### src/design/pip_pkg.sv
package pip_pkg;

   localparam int CoordWidth = 32;
   localparam int CountWidth = 7;
   localparam int MaxVertices = 64;
   localparam logic FuncLoad = 1'b0;
   localparam logic FuncQuery = 1'b1;
   localparam logic [0:0] RegVertexCount = 1'b0;

   typedef logic signed [CoordWidth-1:0] coord_type;

   typedef struct packed {
      logic start;
      logic [63:0] dividend;
      logic [32:0] divisor;
   } div_req_type;

endpackage

### src/design/pip_div.sv
module pip_div
   import pip_pkg::*;
(
   input logic clock,
   input logic reset,
   input div_req_type req,
   output logic busy,
   output logic [63:0] quotient
);
   logic [63:0] quo_ff, quo_in;
   logic [32:0] rem_ff, rem_in;
   logic [32:0] den_ff, den_in;
   logic [6:0] cnt_ff, cnt_in;
   logic [33:0] trial;

   assign trial = {rem_ff, quo_ff[63]} - {1'b0, den_ff};

   always_comb begin
      quo_in = quo_ff;
      rem_in = rem_ff;
      den_in = den_ff;
      cnt_in = cnt_ff;
      if (req.start) begin
         quo_in = req.dividend;
         rem_in = '0;
         den_in = req.divisor;
         cnt_in = 7'd64;
      end else if (cnt_ff != 7'd0) begin
         if (!trial[33]) begin
            rem_in = trial[32:0];
            quo_in = {quo_ff[62:0], 1'b1};
         end else begin
            rem_in = {rem_ff[31:0], quo_ff[63]};
            quo_in = {quo_ff[62:0], 1'b0};
         end
         cnt_in = cnt_ff - 7'd1;
      end
   end

   always_ff @(posedge clock) begin
      if (reset) begin
         cnt_ff <= '0;
      end else begin
         cnt_ff <= cnt_in;
      end
      quo_ff <= quo_in;
      rem_ff <= rem_in;
      den_ff <= den_in;
   end

   assign busy = cnt_ff != 7'd0;
   assign quotient = quo_ff;
endmodule

### config.mk
export PLATFORM = sky130hd
export DESIGN_NAME = pip_div
export DESIGN_NICKNAME = d
export VERILOG_FILES = /design/src/design/pip_pkg.sv /design/src/design/pip_div.sv
export SDC_FILE = /design/constraint.sdc
export NUM_CORES = 1
export LEC_CHECK = 0
export BUFFER_PORTS_ARGS = -buffer_cell sky130_fd_sc_hd__buf_4
export CAP_MARGIN = 20
export CORE_MARGIN = 2
export CORE_UTILIZATION = 59
export CTS_CLUSTER_DIAMETER = 200
export CTS_CLUSTER_SIZE = 12
export DETAILED_ROUTE_END_ITERATION = 7
export PLACE_DENSITY = 0.86
export SETUP_SLACK_MARGIN = 0.2
export SYNTH_ARGS = -nofsm -noshare
export SYNTH_HDL_FRONTEND = slang
export SYNTH_SLANG_ARGS = --single-unit
export TNS_END_PERCENT = 30
### constraint.sdc
create_clock -name clock -period 6.9 [get_ports clock]
set_input_delay 1.38 -clock clock [delete_from_list [all_inputs] [get_ports clock]]
set_output_delay 1.38 -clock clock [all_outputs]
set_load 0.02 [all_outputs]
==> results of run 1 <==
cell usage in the layout, fill, tap and decap left out, drive strengths merged, types with 11 or more instances in the layout:
| master | Yosys | final |
|---|---|---|
| edfxtp | 97 | 97 |
| nand3 | 11 | 11 |
| dfxtp | 40 | 40 |
| a31oi | 17 | 17 |
| clkbuf | 29 | 19 |
| inv | 44 | 48 |
| buf | 6 | 170 |
| a211oi | 19 | 19 |
| nand2 | 38 | 38 |
| a21oi | 36 | 36 |
| ha | 34 | 34 |
| mux2i | 19 | 19 |
| nor2 | 50 | 50 |
| xor2 | 12 | 12 |
| xnor2 | 20 | 20 |
| o21ai | 19 | 19 |
| a21o | 21 | 21 |
| mux2 | 63 | 63 |
kinds of logic (layout without fill, tap and decap cells):
family          Yosys count  after routing  synth area share
compound gates          159            159            0.1500
buf+inv                  79            246           0.04535
simple gates            146            146           0.09485
other cells               0              2                 0
fa+ha+maj                35             35           0.05914
mux                      82             82            0.1194
xor+xnor                 32             32           0.03821
flops                   137            137            0.4930
synthesized netlist by cell type, types with 2 or more instances:
master | number | area share
a2111oi_0 | 2 | 0.0023
a211o_1 | 4 | 0.0047
a211oi_1 | 19 | 0.019
a21boi_0 | 2 | 0.0020
a21o_1 | 21 | 0.021
a21oi_1 | 33 | 0.022
a21oi_2 | 3 | 0.0035
a311oi_1 | 8 | 0.0093
a31o_2 | 2 | 0.0023
a31oi_1 | 15 | 0.012
a31oi_4 | 2 | 0.0056
a41oi_1 | 2 | 0.0023
and2_1 | 7 | 0.0058
and3_1 | 6 | 0.0050
and4_1 | 2 | 0.0023
buf_6 | 3 | 0.0045
clkbuf_1 | 28 | 0.014
dfxtp_1 | 40 | 0.11
edfxtp_1 | 97 | 0.39
ha_1 | 34 | 0.056
inv_1 | 43 | 0.021
mux2_2 | 63 | 0.094
mux2i_1 | 19 | 0.025
nand2_1 | 37 | 0.018
nand2b_1 | 2 | 0.0017
nand3_1 | 11 | 0.0073
nand4_1 | 5 | 0.0042
nor2_1 | 50 | 0.025
nor2b_1 | 3 | 0.0025
nor3_1 | 7 | 0.0047
nor4_1 | 2 | 0.0017
o211ai_1 | 2 | 0.0020
o21a_1 | 7 | 0.0070
o21ai_0 | 17 | 0.011
o21ai_1 | 2 | 0.0013
o22ai_1 | 4 | 0.0033
o31ai_1 | 2 | 0.0020
or3_1 | 4 | 0.0033
or4_1 | 2 | 0.0020
xnor2_1 | 19 | 0.022
xor2_1 | 12 | 0.014
sequential cells by signal, indices dropped and copies added (netlist names):
signal    cells
den_ff       33
rem_ff       33
cnt_ff        7
quotient     64
metrics by stage:
step	instance area, um^2	hold WS [ps]	worst slack, ps	util
floorplan	7532	449.5	3184	-
global route	9469	522.9	3057	0.7565
finish	9469	498.3	3224	0.7565
detailed placement	8841	487.6	3304	0.7063
global placement	8841	463.6	3383	0.7063
CTS	9457	495.7	2891	0.7555
path summary, 6_finish.rpt:
path / startpoint / endpoint / slack, ps / depth (start not counted)
setup / recovery: den_ff[1] / rem_ff[5] / 3220 / 12
hold / removal: rem_ff[16] / rem_ff[16] / 500 / 2
setup reg to reg: den_ff[1] / rem_ff[5] / 3220 / 12
hold reg to reg: rem_ff[16] / rem_ff[16] / 500 / 2
critical path: cells and delay by family (launching register included):
family | cells | cell delay (ps)
muxes | 1 | 290
buffers and inverters | 2 | 510
DFF | 1 | 420
and+or+nand+nor | 2 | 300
AOI/OAI and AO/OA | 6 | 1750
adders and majority gates | 1 | 230
power groups by stage:
stage | clock network [mW] | registers [mW] | logic [mW]
floorplan | 0 | 1.48 | 1.13
detailed placement | 0 | 1.33 | 1.80
finish | 0.953 | 1.34 | 1.84
global placement | 0 | 1.32 | 1.74
global route | 1.00 | 1.36 | 1.98
CTS | 0.961 | 1.34 | 1.82
final cells by class:
cell class	count	area, um^2
fill	818	3048
sequential	137	3714
timing repair buffer	170	1276
inverter	44	165.2
clock inverter	13	162.7
clock buffer	19	452.9
tap	172	215.2
multi-input combinational	454	3478
antenna	2	5.005
metal layers:
| metal | routed length [um] | share of wire | vias up |
|---|---|---|---|
| met2 | 9515 | 0.49 | 230 |
| li1 | - | - | 2794 |
| met5 | 0 | 0 | - |
| met4 | 803 | 0.041 | 0 |
| met3 | 1719 | 0.088 | 62 |
| met1 | 7558 | 0.39 | 2824 |
==> metrics.md, run 1 <==
| Metric | Value |
|---|---|
| Post-synthesis sequential area ratio | `0.4930` |
| Period utilisation layout | `0.5328` |
| Final wirelength | `19.60 mm` |
| Root buffer cell | `clkbuf_16` |
| Max clock buf depth | `2` |
| Status | `complete, no violations` |
| Met1 Track Usage GR | `0.3320` |
| Logic gate share of total power | `0.446` |
| Internal power | `between 2 and 3 mW` |
| DP HPWL | `around 13 mm` |
| Synth cell types | `68` |
| CTS-repair resized insts | `0` |
| Top_reg_cell synth | `edfxtp_1` |
| Maxcap violations | `0` |
| Clock skew | `7.386 ps` |
| Post-synth ARST share | `0` |
| Fmax achieved | `approximately 270 MHz` |
| Sequential share of power | `0.324` |
| Worst-path cell chain | `inv_1, ha_1, nor2b_4, o31a_1, o31ai_4, a31oi_4, a211o_1, and2_4, o211ai_2, buf_4, mux2i_1, a211oi_1` |
| Post-Route Setup TNS | `0 ps` |
| Min Tclk post-route | `roughly 3700 ps` |
| Total number of vias | `5910` |
| Gr busiest metal | `met2` |
| WL per Instance | `between 15 and 20 um` |
| Initial DRC count | `388` |
| Die ar. | `13690 um^2` |
| GRT Residual Overflow | `0` |
| Layout cells sized above 1 | `0.3381` |
| Synth Warn # | `0` |
| TritonCTS Sinks | `137` |
| Switch Pwr | `roughly 1.6 mW` |
| Sw Share | `0.3884` |
| Required @ worst endpoint | `7160 ps` |
| Syn_area_per_cell | `11.24 um^2` |
| Worst vdd ir | `0.3120 mV` |
| Final layout net count | `959` |
| Starting Density | `0.6018` |
| Total I/O pin count | `165` |
| Vias per cell | `between 5 and 6` |
| PwrDens | `436.5 nW/um^2` |
| Post-synthesis cell area | `7532 um^2` |
| Die Ht | `~120 um` |
| Largest net degree at the start of global routing | `65` |
| Core footprint | `12520 um^2` |
| Layout area overhead | `25.71%` |
| Unrepaired setup endpoints after global routing | `no` |
| Synth Register Bits | `between 100 and 150` |
| Final hold vios | `0` |
| Total setup buffers inserted after CTS | `0` |
| TritonCTS clock tree | `done` |
| Site Rows | `41` |
| Chip width | `117.0 um` |
| Crit Path Category | `flip-flop to flip-flop` |
| GR Util met2 | `0.4825` |
| Number of cells after detailed placement | `976` |
| Clock power share | `0.230` |
| Pre-antenna DRT Iters | `5` |
| I/O Buffers | `164` |
| Setup crit end kind | `flip-flop` |
| CTS Buf Count | `17` |
| Hold_buf cts | `0` |
| Total chip power | `4.134 mW` |
| First-pass GRT wire length | `30.16 mm` |
| Fin cells | `1011` |
| Synthesized net count | `805` |
| Met3 GRT Util | `0.1066` |
| Pleak | `4.118 nW` |
| Setup violations, final | `0` |
| Mapped Cells | `670` |
| Crit start category | `flip-flop` |
| Placer Congestion | `0.8988` |
| Worst skew pair latency | `420 ps` |
| Total GRT Usage | `0.2902` |
| Number of enable flip-flop cells after synthesis | `97` |
| Initial antenna violation count | `2` |
| Worst EP arrival | `3940 ps` |
| H-tree depth | `4` |
| Vias in the first global route | `5975` |
| Remaining antenna violation count | `0` |
| Max Slew Vio Count | `0` |
| Worst Path Max Fanout | `18` |
| Critical path's slowest cell | `o211ai_2` |
| Slew @ Worst Pin | `approximately 1100 ps` |
| Crit path largest cell delay | `between 500 and 600 ps` |
| Max transition margin | `0.2495` |
| Hold/Removal Path Class | `flip-flop to flip-flop` |
| Reg clk slew, reported paths | `60 ps` |
| Post-route DRC | `0` |
No activity file was read; power rests on OpenSTA's default activity.
==> inputs of run 2 (changes only) <==
--- a/config.mk
+++ b/config.mk
@@ -8,11 +8,11 @@
 export BUFFER_PORTS_ARGS = -buffer_cell sky130_fd_sc_hd__buf_4
 export CAP_MARGIN = 20
 export CORE_MARGIN = 2
-export CORE_UTILIZATION = 59
+export CORE_UTILIZATION = 50
 export CTS_CLUSTER_DIAMETER = 200
 export CTS_CLUSTER_SIZE = 12
 export DETAILED_ROUTE_END_ITERATION = 7
-export PLACE_DENSITY = 0.86
+export PLACE_DENSITY = 0.77
 export SETUP_SLACK_MARGIN = 0.2
 export SYNTH_ARGS = -nofsm -noshare
 export SYNTH_HDL_FRONTEND = slang
==> constraint.sdc (replaced) <==
create_clock -name clock -period 3.3 [get_ports clock]
set_input_delay 0.66 -clock clock [delete_from_list [all_inputs] [get_ports clock]]
set_output_delay 0.66 -clock clock [all_outputs]
set_load 0.02 [all_outputs]
==> run 2 against run 1 <==
Wire length down 4.8%. Combinational power up 120%. Register-to-register slack worse by 3000 ps. Setup slack worse by 3000 ps. Largest power group unchanged.
==> metrics.md, run 2 (synthesis gave the netlist of run 1 again) <==
| Metric | Value |
|---|---|
| Maxcap violations | `0 (unchanged)` |
| Die ar. | `16060 um^2 (was 13690 um^2)` |
| Total number of vias | `5909 (was 5910)` |
| Worst Path Max Fanout | `4 (was 18)` |
| Total GRT Usage | `0.2369 (was 0.2902)` |
| Final Util | `0.6623 (was 0.7565)` |
| Required @ worst endpoint | `3610 ps (was 7160 ps)` |
| Top Metal Used | `met4 (unchanged)` |
| Vias per cell | `5.682 (was 5.846)` |
| # diodes | `0 (was 2)` |
| Fmax achieved | `328.2 MHz (was 272.0 MHz)` |
| Met2 routed WL | `9.326 mm (was 9.515 mm)` |
| First-pass GRT wire length | `29.89 mm (was 30.16 mm)` |
| Hold/Removal Path Class | `input port to flip-flop (was flip-flop to flip-flop)` |
| Post-route DRC | `0 (unchanged)` |
| Reg clk slew, reported paths | `70 ps (was 60 ps)` |
| CTS Buf Count | `17 (unchanged)` |
| Final layout net count | `978 (was 959)` |
| Site Rows | `44 (was 41)` |
| I/O Buffers | `164 (unchanged)` |
| Largest net degree at the start of global routing | `65 (unchanged)` |
| Largest register FFs | `64 (unchanged)` |
| Die Ht | `126.7 um (was 117.0 um)` |
| Placer Congestion | `0.9258 (was 0.8988)` |
| Total I/O pin count | `165 (unchanged)` |
| Max Slew Vio Count | `0 (unchanged)` |
| Register Area | `3714 um^2 (unchanged)` |
| Hold_sp | `req[0] (was rem_ff[16])` |
| Final hold vios | `0 (unchanged)` |
| Pleak | `4.202 nW (was 4.118 nW)` |
| Starting Density | `0.5144 (was 0.6018)` |
| Crit Path Category | `flip-flop to flip-flop (unchanged)` |
| Setup violations, final | `0 (unchanged)` |
| TritonCTS clock tree | `done (unchanged)` |
| Vias in the first global route | `6022 (was 5975)` |
| Pre-antenna DRT Iters | `6 (was 5)` |
| Setup crit end kind | `flip-flop (unchanged)` |
| Max transition margin | `0.4581 (was 0.2495)` |
| PwrDens | `903.4 nW/um^2 (was 436.5 nW/um^2)` |
| Period utilisation layout | `0.9232 (was 0.5328)` |
| Area of the multi-input gates | `3547 um^2 (was 3478 um^2)` |
| Layout cells sized above 1 | `0.3610 (was 0.3381)` |
| GRT Residual Overflow | `0 (unchanged)` |
| Final wirelength | `18.65 mm (was 19.60 mm)` |
| FF-to-FF End | `rem_ff[32] (was rem_ff[5])` |
| Slew @ Worst Pin | `812.9 ps (was 1120 ps)` |
| Root buffer cell | `clkbuf_16 (unchanged)` |
| Chip width | `126.7 um (was 117.0 um)` |
| Hold Path End | `den_ff[0] (was rem_ff[16])` |
| Filler cell count in the final layout | `1096 (was 818)` |
| Most frequent cells in the layout | `183 x buf_4, 97 x edfxtp_1, 63 x mux2_2 (was 170 x buf_4, 97 x edfxtp_1, 63 x mux2_2)` |
| Worst skew pair latency | `430 ps (was 420 ps)` |
| Post-Route Setup TNS | `0 ps (unchanged)` |
| Hold slack | `405.6 ps (was 498.3 ps)` |
| WL per Instance | `17.93 um (was 19.38 um)` |
| Initial DRC count | `355 (was 388)` |
| Worst vdd ir | `0.5790 mV (was 0.3120 mV)` |
| Reg2reg setup slack | `250 ps (was 3220 ps)` |
| Commonest non-fill, non-tap cell in the layout | `buf_4 (unchanged)` |
| Clock skew | `11.28 ps (was 7.386 ps)` |
| Met1 wire length | `7.471 mm (was 7.558 mm)` |
| Layout area overhead | `28.75% (was 25.71%)` |
| DR WL met3 | `1.547 mm (was 1.719 mm)` |
| Worst EP arrival | `3360 ps (was 3940 ps)` |
| Remaining antenna violation count | `0 (unchanged)` |
| Status | `complete, no violations (unchanged)` |
| Hold_buf cts | `0 (unchanged)` |
| Max clock buf depth | `2 (unchanged)` |
| Worst hold stages | `1 (was 2)` |
| Final worst setup slack | `253.4 ps (was 3224 ps)` |
| Worst r2r src | `den_ff[1] (unchanged)` |
| Core footprint | `14640 um^2 (was 12520 um^2)` |
| H-tree depth | `4 (unchanged)` |
| TritonCTS Sinks | `137 (unchanged)` |
| Initial antenna violation count | `0 (was 2)` |
| DP HPWL | `13.29 mm (was 13.02 mm)` |
| Total chip power | `8.761 mW (was 4.134 mW)` |
| Setup WS pre-CTS | `95.86 ps (was 3304 ps)` |
| Crit start category | `flip-flop (unchanged)` |
| Unrepaired setup endpoints after global routing | `yes (was no)` |
| Min Tclk post-route | `3047 ps (was 3676 ps)` |
| Reg2Reg Depth | `13 (was 12)` |
==> run 2: cell count changes in the layout (fill, tap and decap cells not counted), moves of 2 or more <==
| cell | previous run | this run |
|---|---|---|
| o21ai_0 | 17 | 15 |
| a21oi_1 | 33 | 31 |
| clkbuf_1 | 0 | 2 |
| buf_4 | 170 | 183 |
| diode_2 | 2 | 0 |
| buf_12 | 0 | 2 |
| a21oi_2 | 3 | 5 |
| o22ai_2 | 0 | 2 |
| buf_6 | 0 | 3 |
| o22ai_1 | 4 | 2 |
==> run 2: per-layer routing <==
metal | up-vias | track usage
li1 | 2837 | -
met1 | 2836 | 0.2798
met2 | 209 | 0.3959
met3 | 27 | 0.09616
met4 | 0 | 0.07757
met5 | - | 0
==> run 2: worst max-delay path, cell delays in order, from the launching register on <==
cell	delay, ps
edfxtp_1	390
inv_1	70
ha_1	210
nor2b_4	120
o31a_1	290
o31ai_4	350
a31oi_4	130
a211o_1	340
a31oi_4	230
buf_4	150
buf_4	110
and2_1	120
o21ai_0	90
a211oi_1	310
==> run 2: per-stage QoR <==
step | instance area (um^2) | instances
after global routing | 9698 | 1040
after global placement | 8921 | 995
after CTS | 9527 | 1028
after detailed placement | 8921 | 995
final | 9698 | 1040
after floorplan | 7532 | 670
==> run 2: what timing repair did <==
action,CTS,global route
pin swaps,1,7
resized for setup,2,20
buffers inserted,1,11
gates cloned,0,1
endpoints found under the hold margin,0,0
setup endpoints to repair,14,32
==> run 2: worst max path at each step <==
stage / from / end / cells past startpoint
floorplan: req[97] / quotient[0] / 3
global placement: quotient[63] / rem_ff[32] / 13
detailed placement: quotient[63] / rem_ff[32] / 13
CTS: quotient[63] / rem_ff[32] / 13
global route: den_ff[1] / rem_ff[32] / 13
finish: den_ff[1] / rem_ff[32] / 13
==> run 2: cell type report <==
cell class | instances | area share
inverters | 44 | 0.01703
clock inverters | 12 | 0.01445
repair buffers | 189 | 0.1500
well taps | 184 | 0.02374
clock buffers | 20 | 0.04606
flip-flops and latches | 137 | 0.3829
multi-input cells | 454 | 0.3658
==> run 2: report_power, final <==
group          total (mW)  internal (mW)  switching, mW
logic                4.06           1.77           2.29
clock network        1.92           1.14          0.772
registers            2.79           2.46          0.327
total                8.76           5.37           3.39
==> inputs of run 3 (changes only) <==
--- a/config.mk
+++ b/config.mk
@@ -7,12 +7,16 @@
 export LEC_CHECK = 0
 export BUFFER_PORTS_ARGS = -buffer_cell sky130_fd_sc_hd__buf_4
 export CAP_MARGIN = 20
+export CELL_PAD_IN_SITES_DETAIL_PLACEMENT = 0
+export CELL_PAD_IN_SITES_GLOBAL_PLACEMENT = 1
 export CORE_MARGIN = 2
-export CORE_UTILIZATION = 50
+export CORE_UTILIZATION = 39
+export CTS_BUF_LIST = sky130_fd_sc_hd__clkbuf_8 sky130_fd_sc_hd__clkbuf_16
 export CTS_CLUSTER_DIAMETER = 200
 export CTS_CLUSTER_SIZE = 12
 export DETAILED_ROUTE_END_ITERATION = 7
-export PLACE_DENSITY = 0.77
+export GPL_ROUTABILITY_DRIVEN = 1
+export PLACE_DENSITY_LB_ADDON = 0.1
 export SETUP_SLACK_MARGIN = 0.2
 export SYNTH_ARGS = -nofsm -noshare
 export SYNTH_HDL_FRONTEND = slang
==> run 3 against run 2 <==
Register-to-register slack lost 60 ps. Sequential cell count is the same. Final cell count grew 7.4%. Clock skew is essentially flat. Wire length shrank 2.6%. Non-clock buffer count grew 1. Setup slack lost 57 ps. Global-route usage shrank 5.6 points. Critical path type unchanged. Highest routed layer unchanged.
==> metrics.md, run 3 (synthesis gave the netlist of run 1 again) <==
| Metric | Value |
|---|---|
| I/O Buffers | `164 (unchanged)` |
| Total I/O pin count | `165 (unchanged)` |
| Clock power share | `0.225 (was 0.219)` |
| Max clock buf depth | `2 (unchanged)` |
| Crit path largest cell delay | `410 ps (was 390 ps)` |
| Largest register FFs | `64 (unchanged)` |
| Crit Path Category | `flip-flop to flip-flop (unchanged)` |
| TritonCTS Sinks | `137 (unchanged)` |
| Final wirelength | `18.17 mm (was 18.65 mm)` |
| Reg clk slew, reported paths | `70 ps (about the same)` |
| Die Ht | `143.0 um (was 126.7 um)` |
| Final layout net count | `979 (was 978)` |
| Remaining antenna violation count | `0 (unchanged)` |
| Setup violations, final | `0 (unchanged)` |
| Site Rows | `50 (was 44)` |
| Vias in the first global route | `5867 (was 6022)` |
| # diodes | `0 (unchanged)` |
| Max Slew Vio Count | `0 (unchanged)` |
| Die ar. | `20440 um^2 (was 16060 um^2)` |
| Placer Congestion | `0.8061 (was 0.9258)` |
| DP HPWL | `12.90 mm (was 13.29 mm)` |
| Most frequent CP cell | `a31oi_4` |
| Root buffer cell | `clkbuf_16 (unchanged)` |
| Pre-antenna DRT Iters | `5 (was 6)` |
| First-pass GRT wire length | `29.02 mm (was 29.89 mm)` |
| Chip width | `143.0 um (was 126.7 um)` |
| Setup crit end kind | `flip-flop (unchanged)` |
| Period utilisation layout | `0.9406 (was 0.9232)` |
| Worst skew pair latency | `430 ps (about the same)` |
| Pleak | `4.226 nW (was 4.202 nW)` |
| Critical path's slowest cell | `edfxtp_1 (unchanged)` |
| Worst EP arrival | `3440 ps (was 3360 ps)` |
| GRT Residual Overflow | `0 (unchanged)` |
| Reg2Reg Depth | `12 (was 13)` |
| Layout cells sized above 1 | `0.3617 (was 0.3610)` |
| Core footprint | `18830 um^2 (was 14640 um^2)` |
| Post-route DRC | `0 (unchanged)` |
| Sequential share of power | `0.315 (was 0.318)` |
| Hold/Removal Path Class | `input port to flip-flop (unchanged)` |
| WL per Instance | `16.27 um (was 17.93 um)` |
| Slew @ Worst Pin | `842.7 ps (was 812.9 ps)` |
| Unrepaired setup endpoints after global routing | `yes (unchanged)` |
| TritonCTS clock tree | `done (unchanged)` |
| Status | `complete, no violations (unchanged)` |
| Largest net degree at the start of global routing | `139 (was 65)` |
| Commonest non-fill, non-tap cell in the layout | `buf_4 (unchanged)` |
| Starting Density | `0.4000 (was 0.5144)` |
| Switch Pwr | `3.380 mW (was 3.392 mW)` |
| Initial antenna violation count | `0 (unchanged)` |
| Worst-path cell chain | `inv_1, ha_1, nor2b_4, o31a_1, o31ai_4, a31oi_4, a211o_1, a31oi_4, xnor2_4, buf_6, or3_4, o22ai_2 (was inv_1, ha_1, nor2b_4, o31a_1, o31ai_4, a31oi_4, a211o_1, a31oi_4, buf_4, buf_4, and2_1, o21ai_0, a211oi_1)` |
| H-tree depth | `4 (unchanged)` |
| Filler cell count in the final layout | `1666 (was 1096)` |
| Crit start category | `flip-flop (unchanged)` |
| Worst hold stages | `1 (unchanged)` |
| Max transition margin | `0.4382 (was 0.4581)` |
| Worst vdd ir | `0.4979 mV (was 0.5790 mV)` |
| Logic gate share of total power | `0.460 (was 0.463)` |
| Min Tclk post-route | `3104 ps (was 3047 ps)` |
| CTS Buf Count | `17 (unchanged)` |
| Required @ worst endpoint | `3640 ps (was 3610 ps)` |
| Vias per cell | `5.152 (was 5.682)` |
| Final hold vios | `0 (unchanged)` |
| Hold slack | `405.1 ps (was 405.6 ps)` |
| Sw Share | `0.3858 (was 0.3872)` |
| Worst Path Max Fanout | `4 (unchanged)` |
| Post-Route Setup TNS | `0 ps (unchanged)` |
| Fmax achieved | `322.2 MHz (was 328.2 MHz)` |
| Maxcap violations | `0 (unchanged)` |
| Total GRT Usage | `0.1805 (was 0.2369)` |
| Total number of vias | `5755 (was 5909)` |
| Internal power | `5.382 mW (was 5.369 mW)` |
| Clock skew | `11.54 ps (was 11.28 ps)` |
| Initial DRC count | `379 (was 355)` |
| Layout area overhead | `30.20% (was 28.75%)` |
| PwrDens | `893.4 nW/um^2 (was 903.4 nW/um^2)` |
| Most frequent cells in the layout | `185 x buf_4, 97 x edfxtp_1, 63 x mux2_2 (was 183 x buf_4, 97 x edfxtp_1, 63 x mux2_2)` |
==> run 3: changes by cell type in the layout (fill, tap and decap cells not counted), moves of 2 or more <==
cell        delta
clkbuf_1       -2
inv_8          +4
buf_4          +2
clkinvlp_4     -2
==> run 3: layout make-up <==
class / count / area [um^2] / share of cell area
Clock inverter: 15 / 177.7 / 0.01812
Timing Repair Buffer: 190 / 1466 / 0.1495
Sequential cell: 137 / 3714 / 0.3787
Clock buffer: 17 / 425.4 / 0.04338
Tap cell: 260 / 325.3 / 0.03317
Multi-Input combinational cell: 454 / 3533 / 0.3603
Inverter: 44 / 165.2 / 0.01684
==> run 3: layer usage <==
layer,global-route usage,up-vias,part of all wire
li1,-,2850,-
met1,0.2247,2727,0.44
met2,0.2820,164,0.47
met3,0.07545,14,0.083
met4,0.06305,0,0.013
met5,0,-,0
==> run 3: repair_timing <==
action	4_1_cts	5_1_grt
pin swaps	4	11
hold buffers	0	0
setup endpoints to repair	30	33
setup buffers	2	8
gates resized for setup	5	10
==> run 3: worst paths after layout <==
check / endpoint / start / slack [ps]
max: rem_ff[12] / den_ff[1] / 200
min reg2reg: rem_ff[1] / rem_ff[1] / 480
min: den_ff[29] / req[29] / 410
max reg2reg: rem_ff[12] / den_ff[1] / 200
==> run 3: worst max-delay path: cells and delay by family (launching register included) <==
kind,cells,cell delay (ps)
compound gates,6,1520
buf+inv,2,220
simple gates,2,540
xor+xnor,1,120
fa+ha+maj,1,220
flops,1,410
==> run 3: power groups by stage <==
stage	Sequential (mW)	Combinational (mW)	Clock, mW
2_1_floorplan	3.09	2.37	0
3_5_place_dp	2.79	3.87	0
6_report	2.76	4.03	1.97
5_1_grt	2.83	4.41	2.09
3_3_place_gp	2.78	3.83	0
4_1_cts	2.77	3.92	2.02
==> run 3: stage by stage <==
step | utilization | area, um^2 | worst slack (ps) | power, mW | instances
after floorplan | - | 7532 | 303.8 | 5.460 | 670
after global placement | 0.4804 | 9046 | 161.1 | 6.618 | 1075
after detailed placement | 0.4804 | 9046 | 73.68 | 6.660 | 1075
after CTS | 0.5143 | 9684 | 161.6 | 8.720 | 1109
after global routing | 0.5208 | 9807 | 63.72 | 9.332 | 1117
final | 0.5208 | 9807 | 196.0 | 8.762 | 1117
